`config.mk`:
```
export PLATFORM = sky130hd
export DESIGN_NAME = bitmap_allocator
export DESIGN_NICKNAME = d
export VERILOG_FILES = /design/src/hdl/bmalloc_pkg.sv /design/src/hdl/bitmap_allocator.sv
export SDC_FILE = /design/constraint.sdc
export NUM_CORES = 1
export LEC_CHECK = 0
export ABC_AREA = 1
export BUFFER_PORTS_ARGS = -buffer_cell sky130_fd_sc_hd__buf_2
export CORE_MARGIN = 1
export CORE_UTILIZATION = 35
export DETAILED_ROUTE_END_ITERATION = 7
export PLACE_DENSITY = 0.51
export SETUP_SLACK_MARGIN = 0.02
export SYNTH_ARGS = -nofsm -noshare
export SYNTH_HDL_FRONTEND = slang
export SYNTH_SLANG_ARGS = --single-unit
```
`constraint.sdc`:
```
create_clock -name clk -period 4.2 [get_ports clk]
set_input_delay 0.21 -clock clk [delete_from_list [all_inputs] [get_ports clk]]
set_output_delay 0.21 -clock clk [all_outputs]
set_load 0.02 [all_outputs]
```
`src/hdl/bmalloc_pkg.sv`:
```
package bmalloc_pkg;

	localparam int unsigned ACTION_W  = 2;
	localparam int unsigned INDEX_W   = 9;
	localparam int unsigned COUNT_W   = 9;
	localparam int unsigned LIMIT_W   = 9;
	localparam int unsigned S_TDATA_W = 16;
	localparam int unsigned M_TDATA_W = 24;

	localparam logic [LIMIT_W-1:0] LIMIT_RESET = 9'd256;

	typedef enum logic [ACTION_W-1:0] {
		ACT_SET      = 2'd0,
		ACT_CLR      = 2'd1,
		ACT_FIND_SET = 2'd2,
		ACT_FIND_CLR = 2'd3
	} action_t;

	localparam logic STAT_OK  = 1'b0;
	localparam logic STAT_OOB = 1'b1;

	typedef enum logic [6:0] {
		ST_CLEAR = 7'b0000001,
		ST_IDLE  = 7'b0000010,
		ST_ADDR  = 7'b0000100,
		ST_BIT   = 7'b0001000,
		ST_RMW   = 7'b0010000,
		ST_SCAN  = 7'b0100000,
		ST_DONE  = 7'b1000000
	} state_t;

endpackage

```
`src/hdl/bitmap_allocator.sv`:
```
// Bitmap allocator: keeps a map of MAX_BITS bits (numbered from 1) in a memory of
// WORD_BITS-bit words with one read and one write port, plus a count of set bits.
// A transaction sets a bit, clears a bit, or finds the lowest set or clear bit at
// or below the programmed limit, and returns one result with status, found index,
// count and full flag. The block takes one transaction at a time. Set and clear
// pass through the index-to-word multiply, bit offset, read-modify-write and result
// states. A find reads the memory one word per cycle from a registered read port,
// checking each word while the next is read, and stops at the first hit or at the
// limit. After reset a clearing pass zeroes all ceil(MAX_BITS / WORD_BITS) words
// (32 by default), one word per cycle, before the first transaction is taken; limit
// writes are taken throughout.
module bitmap_allocator #(
	parameter int unsigned MAX_BITS  = 256,
	parameter int unsigned WORD_BITS = 8
) (
	input  logic                                clk,
	input  logic                                arst_n,
	// limit register
	input  logic                                cfg_we,
	input  logic [bmalloc_pkg::LIMIT_W-1:0]     cfg_wdata,
	// request: tuser = action[1:0]; tdata = bit_index[8:0], zero padded
	input  logic                                s_tvalid,
	output logic                                s_tready,
	input  logic [bmalloc_pkg::ACTION_W-1:0]    s_tuser,
	input  logic [bmalloc_pkg::S_TDATA_W-1:0]   s_tdata,
	// result: tuser = status[0]; tdata = found_index[8:0], set_count[17:9],
	// is_full[18], zero padded
	output logic                                m_tvalid,
	input  logic                                m_tready,
	output logic                                m_tuser,
	output logic [bmalloc_pkg::M_TDATA_W-1:0]   m_tdata
);
	import bmalloc_pkg::*;

	localparam int unsigned NUM_WORDS = (MAX_BITS + WORD_BITS - 1) / WORD_BITS;
	localparam int unsigned AW        = (NUM_WORDS > 1) ? $clog2(NUM_WORDS) : 1;
	localparam int unsigned BB        = $clog2(WORD_BITS);
	localparam int unsigned BW        = $clog2(MAX_BITS + 2 * WORD_BITS);
	localparam int unsigned SAT       = (MAX_BITS > 511) ? 511 : MAX_BITS;
	// floor(pos / WORD_BITS) as (pos * RECIP) >> 16, exact for pos < 512
	localparam int unsigned RECIP     = (65536 + WORD_BITS - 1) / WORD_BITS;
	localparam int unsigned PW        = 27;

	state_t                 state_q;
	action_t                action_q;
	logic [LIMIT_W-1:0]     limit_q;
	logic [LIMIT_W-1:0]     lim;
	logic [COUNT_W-1:0]     count_q;
	logic [INDEX_W-1:0]     pos_q;
	logic [AW-1:0]          word_q;
	logic [BB-1:0]          bit_q;
	logic [AW-1:0]          addr_q;
	logic [BW-1:0]          iss_base_q;
	logic [BW-1:0]          chk_base_s1;
	logic                   chk_vld_s1;
	logic                   res_status_q;
	logic [INDEX_W-1:0]     res_found_q;

	logic                   m_tvalid_q;
	logic                   out_status_q;
	logic [INDEX_W-1:0]     out_found_q;
	logic [COUNT_W-1:0]     out_count_q;
	logic                   out_full_q;

	logic [WORD_BITS-1:0]   mem [NUM_WORDS];
	logic [WORD_BITS-1:0]   rd_q;
	logic [AW-1:0]          rd_addr;
	logic                   wr_en;
	logic [AW-1:0]          wr_addr;
	logic [WORD_BITS-1:0]   wr_data;

	logic [INDEX_W-1:0]     in_index;
	action_t                in_action;
	logic                   in_oob;
	logic [PW-1:0]          prod;
	logic [15:0]            offs;
	logic                   cur_bit;
	logic [WORD_BITS-1:0]   hit_vec;
	logic                   hit_any;
	logic [BB-1:0]          hit_pos;
	logic                   scan_last;
	logic                   want;
	logic                   out_free;

	assign in_index  = s_tdata[INDEX_W-1:0];
	assign in_action = action_t'(s_tuser);
	assign lim       = (limit_q > LIMIT_W'(SAT)) ? LIMIT_W'(SAT) : limit_q;
	assign in_oob    = (in_index == '0) || (in_index > lim);
	assign s_tready  = (state_q == ST_IDLE);
	assign out_free  = !m_tvalid_q || m_tready;

	assign prod    = PW'(pos_q) * PW'(RECIP);
	assign offs    = 16'(pos_q) - 16'(word_q) * 16'(WORD_BITS);
	assign cur_bit = rd_q[bit_q];
	assign want    = (action_q == ACT_FIND_SET);

	// mask bits at or above the limit, then pick the lowest match
	always_comb begin
		for (int j = 0; j < WORD_BITS; j++) begin
			hit_vec[j] = ((chk_base_s1 + BW'(j)) < BW'(lim)) && (rd_q[j] == want);
		end
		hit_pos = '0;
		for (int j = WORD_BITS - 1; j >= 0; j--) begin
			if (hit_vec[j]) begin
				hit_pos = BB'(j);
			end
		end
	end
	assign hit_any   = |hit_vec;
	assign scan_last = (chk_base_s1 + BW'(WORD_BITS)) >= BW'(lim);

	always_comb begin
		rd_addr = (state_q == ST_SCAN) ? addr_q : word_q;
		wr_en   = 1'b0;
		wr_addr = word_q;
		wr_data = rd_q;
		case (state_q)
			ST_CLEAR: begin
				wr_en   = 1'b1;
				wr_addr = addr_q;
				wr_data = '0;
			end
			ST_RMW: begin
				wr_en          = 1'b1;
				wr_data[bit_q] = (action_q == ACT_SET);
			end
			default: begin
				wr_en = 1'b0;
			end
		endcase
	end

	always_ff @(posedge clk) begin
		if (wr_en) begin
			mem[wr_addr] <= wr_data;
		end
		rd_q <= mem[rd_addr];
	end

	always_ff @(posedge clk or negedge arst_n) begin
		if (!arst_n) begin
			state_q      <= ST_CLEAR;
			limit_q      <= LIMIT_RESET;
			count_q      <= '0;
			addr_q       <= '0;
			chk_vld_s1   <= 1'b0;
			m_tvalid_q   <= 1'b0;
			action_q     <= ACT_SET;
			res_status_q <= STAT_OK;
			res_found_q  <= '0;
		end else begin
			if (cfg_we) begin
				limit_q <= cfg_wdata;
			end
			if (state_q == ST_DONE && out_free) begin
				m_tvalid_q <= 1'b1;
			end else if (m_tready) begin
				m_tvalid_q <= 1'b0;
			end
			case (state_q)
				ST_CLEAR: begin
					if (addr_q == AW'(NUM_WORDS - 1)) begin
						addr_q  <= '0;
						state_q <= ST_IDLE;
					end else begin
						addr_q <= addr_q + AW'(1);
					end
				end
				ST_IDLE: begin
					if (s_tvalid) begin
						action_q     <= in_action;
						res_found_q  <= '0;
						res_status_q <= STAT_OK;
						addr_q       <= '0;
						iss_base_q   <= '0;
						chk_vld_s1   <= 1'b0;
						pos_q        <= in_index - INDEX_W'(1);
						if (in_action == ACT_SET || in_action == ACT_CLR) begin
							if (in_oob) begin
								res_status_q <= STAT_OOB;
								state_q      <= ST_DONE;
							end else begin
								state_q <= ST_ADDR;
							end
						end else begin
							state_q <= ST_SCAN;
						end
					end
				end
				ST_ADDR: begin
					word_q  <= prod[16 +: AW];
					state_q <= ST_BIT;
				end
				ST_BIT: begin
					bit_q   <= offs[BB-1:0];
					state_q <= ST_RMW;
				end
				ST_RMW: begin
					if (action_q == ACT_SET && !cur_bit) begin
						count_q <= count_q + COUNT_W'(1);
					end else if (action_q == ACT_CLR && cur_bit) begin
						count_q <= count_q - COUNT_W'(1);
					end
					state_q <= ST_DONE;
				end
				ST_SCAN: begin
					// issue the next word while checking the one read last cycle
					chk_vld_s1  <= 1'b1;
					chk_base_s1 <= iss_base_q;
					if (addr_q != AW'(NUM_WORDS - 1)) begin
						addr_q     <= addr_q + AW'(1);
						iss_base_q <= iss_base_q + BW'(WORD_BITS);
					end
					if (chk_vld_s1) begin
						if (hit_any) begin
							res_found_q <= INDEX_W'(chk_base_s1 + BW'(hit_pos) + BW'(1));
							state_q     <= ST_DONE;
						end else if (scan_last) begin
							state_q <= ST_DONE;
						end
					end
				end
				ST_DONE: begin
					if (out_free) begin
						state_q <= ST_IDLE;
					end
				end
				default: begin
					state_q <= ST_IDLE;
				end
			endcase
		end
	end

	always_ff @(posedge clk) begin
		if (state_q == ST_DONE && out_free) begin
			out_status_q <= res_status_q;
			out_found_q  <= res_found_q;
			out_count_q  <= count_q;
			out_full_q   <= (count_q == lim);
		end
	end

	assign m_tvalid = m_tvalid_q;
	assign m_tuser  = out_status_q;
	assign m_tdata  = {5'b0, out_full_q, out_count_q, out_found_q};

	a_count_only_in_rmw: assert property (@(posedge clk) disable iff (!arst_n)
		(state_q != ST_RMW) |=> (count_q == $past(count_q)))
		else $error("set count changed outside read-modify-write");

	a_oob_no_found: assert property (@(posedge clk) disable iff (!arst_n)
		(m_tvalid && m_tuser) |-> (m_tdata[INDEX_W-1:0] == '0))
		else $error("out-of-bounds result carries a found index");

	a_found_in_limit: assert property (@(posedge clk) disable iff (!arst_n)
		m_tvalid |-> (m_tdata[INDEX_W-1:0] <= lim))
		else $error("found index above limit");

	a_done_holds_output: assert property (@(posedge clk) disable iff (!arst_n)
		(state_q == ST_DONE && m_tvalid && !m_tready) |=> (state_q == ST_DONE))
		else $error("result overwrote an untaken output");

endmodule
```
== Yosys cells after proc, flatten, opt, wreduce, memory -nomap -nowiden ==
Memory sizes are Yosys's and may differ from the RTL's. A register that Yosys moved wholly into a read port is not among the register bits.
Cells that the tools add are included.
W data, S select, Z words.

* Flip-flop bits (word level): 98
* Bits in writable memories: 256
* Input port bits: 32
* Output and inout bits: 27
* Logic and storage cells: 160
* Memories: 1

* Add/subtract/negate cells: 16
* Order comparisons: 13
* Eq/ne operators: 28
* Multiplexer cells: 47
* Reductions and logical operators: 37

{| class="wikitable"
|+ Memories
! memory !! depth !! width !! rd ports !! clocked after memory_dff !! wr ports !! RTL line !! RTL
|-
| mem || 32 || 8 || 1 || 1 || 1 || bitmap_allocator.sv:65 || <nowiki>logic [WORD_BITS-1:0] mem [NUM_WORDS];</nowiki>
|}

{| class="wikitable"
|+ Operator list
! operator !! number
|-
| $lt A9 B9 Y1 || 8
|-
| $mux W9 || 7
|-
| $mux W7 || 8
|-
| $pmux W7 S7 || 1
|-
| $add A9 B3 Y9 const B || 4
|-
| $pmux W9 S2 || 2
|-
| $add A9 B1 Y9 const B || 3
|-
| $mux W5 || 5
|-
| $mux W3 || 8
|-
| $add A9 B2 Y9 const B || 2
|-
| $add A9 B4 Y9 const B || 2
|-
| $pmux W8 S2 || 1
|-
| $pmux W5 S3 || 1
|-
| $logic_and A1 B1 Y1 || 12
|-
| $reduce_and A2 Y1 || 6
|-
| $mux W1 || 10
|-
| $ne A2 B2 Y1 const B || 5
|-
| $add A9 B3 Y9 || 1
|-
| $eq A9 B9 Y1 || 1
|-
| $ge A9 B9 Y1 || 1
|-
| $gt A9 B9 Y1 || 1
|-
| $gt A9 B9 Y1 const B || 1
|-
| $logic_not A9 Y1 || 1
|-
| $sub A9 B1 Y9 const B || 1
|-
| other kinds (33) || 49
|}

== Longest topological paths before layout ==
* Depth after elaboration: 17
* Mapped depth: 25
* Gate-level depth less buffers: 24

== Worst setup path after synthesis ==
No wires, ideal clock.

* Path kind: reg2reg
* Start: register limit_q[2]
* End: register res_found_q[6]
* Setup time: 0.117 ns
* Arrival time: 2.917 ns
* Data required time: 4.083 ns
* Path slack: 1.166 ns
* Stages on the path, launching flop included: 25
* Buffers on the path: 1
* Clock period less this slack: 3.034 ns
* Cell sequence: dfrtp_1 > nor2_1 > nand2_1 > o21ai_1 > buf_4 > nand2_1 > ha_1 > nand2_1 > nor2_1 > inv_1 > o21ai_2 > inv_1 > nand3_1 > nand2_1 > nand2_1 > nand2_1 > nand2_1 > nand2_1 > a21boi_0 > ha_1 > nand3_1 > o21ai_0 > nand2_1 > nand2_1 > nand2_1

* Word-level cells in the longest chain between the ends: 17
* Elaborated cells between the ends (all ways): 34
* Those cells by class: add/sub: 2; order compare: 9; eq/ne: 1; mux: 12; reduce/logical: 10

{| class="wikitable"
|+ Ends and longest elaborated chain
! item !! RTL line !! RTL
|-
| from (decl) || bitmap_allocator.sv:46 || <nowiki>logic [LIMIT_W-1:0] limit_q;</nowiki>
|-
| from (signal assigned) || bitmap_allocator.sv:153 || <nowiki>limit_q <= cfg_wdata;</nowiki>
|-
| $gt A9 B9 Y1 || bitmap_allocator.sv:87 || <nowiki>assign lim = (limit_q > LIMIT_W'(SAT)) ? LIMIT_W'(SAT) : limit_q;</nowiki>
|-
| $mux W9 (*) || bitmap_allocator.sv:87 ||
|-
| $lt A9 B9 Y1 || bitmap_allocator.sv:100 || <nowiki>hit_vec[j] = ((chk_base_s1 + BW'(j)) < BW'(lim)) && (rd_q[j] == want);</nowiki>
|-
| $logic_and A1 B1 Y1 || bitmap_allocator.sv:100 ||
|-
| $mux W3 (8 in series) || bitmap_allocator.sv:104 || <nowiki>if (hit_vec[j]) begin</nowiki>
|-
| $add A9 B3 Y9 || bitmap_allocator.sv:216 || <nowiki>res_found_q <= INDEX_W'(chk_base_s1 + BW'(hit_pos) + BW'(1));</nowiki>
|-
| $add A9 B1 Y9 || bitmap_allocator.sv:216 ||
|-
| $mux W9 || bitmap_allocator.sv:215 || <nowiki>if (hit_any) begin</nowiki>
|-
| $mux W9 || bitmap_allocator.sv:214 || <nowiki>if (chk_vld_s1) begin</nowiki>
|-
| $pmux W9 S2 || bitmap_allocator.sv:160 || <nowiki>case (state_q)</nowiki>
|-
| to (signal assigned) || bitmap_allocator.sv:216 ||
|-
| to (decl) || bitmap_allocator.sv:57 || <nowiki>logic [INDEX_W-1:0] res_found_q;</nowiki>
|}

Mark *: on every way between the ends. The rest lies on a longest branch, timed or not. The select of a mux whose other input is x is not followed.
A chain may end at the register's enable or synchronous reset.

== Worst setup path in the final report ==
* Start: register limit_q[2]
* End: register res_found_q[8]

The elaborated chain is that of the path after synthesis.

==> results.py <==
metrics = {
    "timing": {
        "slew_violations": 0,
        "worstMarginPinSlew_ns": 1.21,
        "fin_skew_ns": 0.0282,
        "fin_tns_setup_ns": 0,
        "fin_crit_sh": 0.850,
        "fin_crit_ns": 3.57,
        "slew_headroom": 0.192,
        "clock.fmax_mhz": 280,
        "setup_viol": 0,
        "worst_slack_ns": 0.631,
        "hold_viol": 0,
        "rsz0062_at_grt": "no",
        "timing.hold.ws_ns": 0.0330,
    },
    "finish": {
        "areaGrowthSynthToFinish_pct": 16.8,
        "antenna_cells": 0,
        "stdcell_count": 2125,
        "final_core_util": 0.418,
        "drive_above_1_share": 0.137,
        "nets": 1571,
    },
    "worst_hold_path": {
        "hold_start": "s_tdata[3]",
        "holdPathEnd": "pos_q[3]$_DFFE_PP_",
        "hold_path.class": "primary input to register",
        "hold_depth": 2,
    },
    "job": {
        "maxCapViolCount": 0,
    },
    "drt": {
        "drt-pass1-iter-count": 6,
        "vias": 10789,
        "vias_per_cell": 5.08,
        "drc": 0,
        "drtAntennaViolNets": 0,
        "avgRoutedWirePerCell_microns": 18.8,
        "drt_iter0_drc": 657,
        "drt_wl_total_mm": 39.9,
    },
    "global_route": {
        "antenna_found_initial": 0,
        "grt_pass1_wl_mm": 62.2,
        "grt_max_degree": 97,
        "grt_usage": 0.176,
        "grt_pass1_vias": 10548,
        "gr-total-overflow": 0,
    },
    "power_and_ir_drop": {
        "p_leak_nw": 6.83,
        "powerDensity_nw_per_um2": 585,
        "irDropWorstVdd_mv": 0.359,
    },
    "critical_path": {
        "endpoint_kind": "register",
        "cp.arrival_ns": 4.06,
        "r2r_start": "limit_q[2]$_DFFE_PN0P_",
        "ff2ff_setup_slack_ns": 0.63,
        "critical_path_class": "register to register",
        "worst_r2r_endpoint": "res_found_q[8]$_DFFE_PN0P_",
        "crit_fanout": 12,
        "reg2reg_depth": 25,
        "startpoint_type": "register",
        "cp.required_ns": 4.69,
    },
    "die": {
        "die_x_microns": 215,
        "ios": 59,
        "start_util": 0.357,
        "rows": 77,
        "coreArea_sq_um": 44500,
        "fp.dieH_microns": 215,
        "die_area_sq_um": 46300,
    },
    "place": {
        "dpl.hpwl_mm": 25.3,
        "dp_slack_ns": 0.659,
        "place_inst": 2030,
        "port_buffers": 46,
        "globalplace.congestion": 0.806,
    },
    "synthesis": {
        "synth-seq-cells": 356,
        "synthFlopType": "edfxtp_1",
        "syn_inst": 1388,
        "syn_area_per_cell_sq_um": 11.5,
        "ys_warn_count": 0,
        "synthesis.area_sq_um": 15900,
        "synth_cell_types": 57,
        "synth-edff-count": 304,
        "synthArstFlopShare": 0.124,
        "seq_area_frac_synth": 0.653,
    },
    "status": {
        "status": "finished clean",
    },
    "clock_network": {
        "clockBufferDepth": 3,
        "cts_root_buf": "clkbuf_16",
        "cts_resized": 0,
        "cts_tree": "built",
        "cts.sinks": 356,
        "cts_buffers": 40,
        "clk_latency_ns": 0.58,
        "clk_pin_slew_ns": 0.06,
        "htreeDepth": 2,
    },
}
[per-stage QoR]
stage / total power, mW / instance area [sq um]
2_1_floorplan: 6.57 / 15900
3_3_place_gp: 7.46 / 17100
3_5_place_dp: 7.50 / 17100
4_1_cts: 11.0 / 18600
5_1_grt: 11.5 / 18600
6_report: 10.9 / 18600
[routing by layer]
metal | share of wire | vias to the layer above | global-route usage
met5 | 0 | - | 0
met4 | 0.021 | 0 | 0.0473
met3 | 0.044 | 55 | 0.0289
met2 | 0.47 | 228 | 0.285
met1 | 0.46 | 5290 | 0.243
li1 | - | 5216 | -
[repair_timing]
action                                 in CTS  in global routing
setup buffers                               0                  0
hold buffers                               23                  0
endpoints found under the hold margin      63                  0
[Yosys cell counts, types with 5 or more instances]
master	n	area, sq um
o221ai_1	51	447
o21ai_1	70	350
o21a_1	6	45.0
buf_2	33	165
ha_1	35	438
edfxtp_1	304	9130
nor2_1	219	822
a21oi_1	23	115
xor2_1	19	166
buf_6	11	124
buf_4	10	75.1
mux2_2	6	67.6
inv_1	86	323
o22ai_1	20	125
nand3_1	77	385
nand2_2	5	31.3
dfrtp_1	42	1050
xnor2_1	10	87.6
dfxtp_1	8	160
o21ai_0	111	556
nand2_1	156	586
nand4_1	14	87.6
inv_2	5	18.8
nor3_1	10	50.1
clkbuf_1	7	26.3
[state kept, by name (all words and copies together) (netlist names)]
| register | flops |
|---|---|
| mem | 256 |
| count_q | 9 |
| limit_q | 9 |
| out_count_q | 9 |
| out_found_q | 9 |
| res_found_q | 9 |
| pos_q | 8 |
| rd_q | 8 |
| state_q | 7 |
| chk_base_s1 | 6 |
| iss_base_q | 6 |
| addr_q | 5 |
| word_q | 5 |
| bit_q | 3 |
| action_q | 2 |
| chk_vld_s1 | 1 |
| m_tuser | 1 |
| m_tvalid | 1 |
| out_full_q | 1 |
| res_status_q | 1 |
[area by class of cell]
cell class	instances	area, sq um
fill	4217	25900
clock buffer	55	1110
tap	592	741
multi-input combinational	881	4840
inverter	93	352
clock inverter	17	189
timing repair buffer	131	963
sequential	356	10400
[worst max-delay path, cell delays in order, from the launching register on]
cell and delay, ns:
dfrtp_1 0.44, nor2_1 0.13, nand2_1 0.06, o21ai_1 0.13, buf_4 0.20, nand2_1 0.20, ha_1 0.34, nand2_1 0.06
nor2_1 0.14, inv_1 0.07, o21ai_2 0.21, inv_1 0.14, nand3_1 0.10, nand2_1 0.06, nand2_1 0.06, nand2_1 0.05
nand2_1 0.06, nand2_1 0.06, a21boi_0 0.21, ha_1 0.21, nand3_1 0.15, inv_2 0.12, nand2_1 0.07, nand2_1 0.07
nand2_1 0.04, o21ai_1 0.11
[worst max path at each step]
stage,start,slack (ns),to,cells after the start
3_5_place_dp,limit_q[2]$_DFFE_PN0P_,0.66,res_found_q[8]$_DFFE_PN0P_,23
6_report,limit_q[2]$_DFFE_PN0P_,0.63,res_found_q[8]$_DFFE_PN0P_,25
4_1_cts,limit_q[2]$_DFFE_PN0P_,0.64,res_found_q[8]$_DFFE_PN0P_,25
5_1_grt,limit_q[1]$_DFFE_PN0P_,0.19,res_found_q[8]$_DFFE_PN0P_,25
3_3_place_gp,limit_q[2]$_DFFE_PN0P_,0.72,res_found_q[8]$_DFFE_PN0P_,25
2_1_floorplan,limit_q[2]$_DFFE_PN0P_,1.17,res_found_q[6]$_DFFE_PN0P_,24
[cell usage in the layout (no fill, tap or decap), types with 6 or more instances in the layout]
cell type,n
dlygate4sd3_1,23
nor3_1,10
buf_4,59
a21oi_1,23
ha_1,35
buf_2,46
dfrtp_1,42
o221ai_1,51
o21ai_1,69
mux2_2,6
clkbuf_16,41
xnor2_1,10
nand4_1,14
xor2_1,19
nor2_1,218
edfxtp_1,304
o22ai_1,16
clkbuf_1,11
clkinv_1,8
dfxtp_1,8
o21a_1,6
o21ai_0,109
nand2_1,156
nand3_1,77
inv_1,86
o21ai_2,6
[kinds of logic after synthesis]
group / after synthesis / share of synthesized area
mux: 6 / 0.00425
flops: 356 / 0.653
xor+xnor: 29 / 0.0160
compound gates: 299 / 0.113
simple gates: 506 / 0.137
fa+ha+maj: 36 / 0.0288
other cells: 1 / 0.000236
buf+inv: 155 / 0.0469
[where the power goes]
part	internal (mW)	switching (mW)	total (mW)
clock	2.00	1.44	3.43
sequential	4.42	0.192	4.61
combinational	0.829	2.00	2.83
Note: power is estimated with default switching activity, not from simulation.
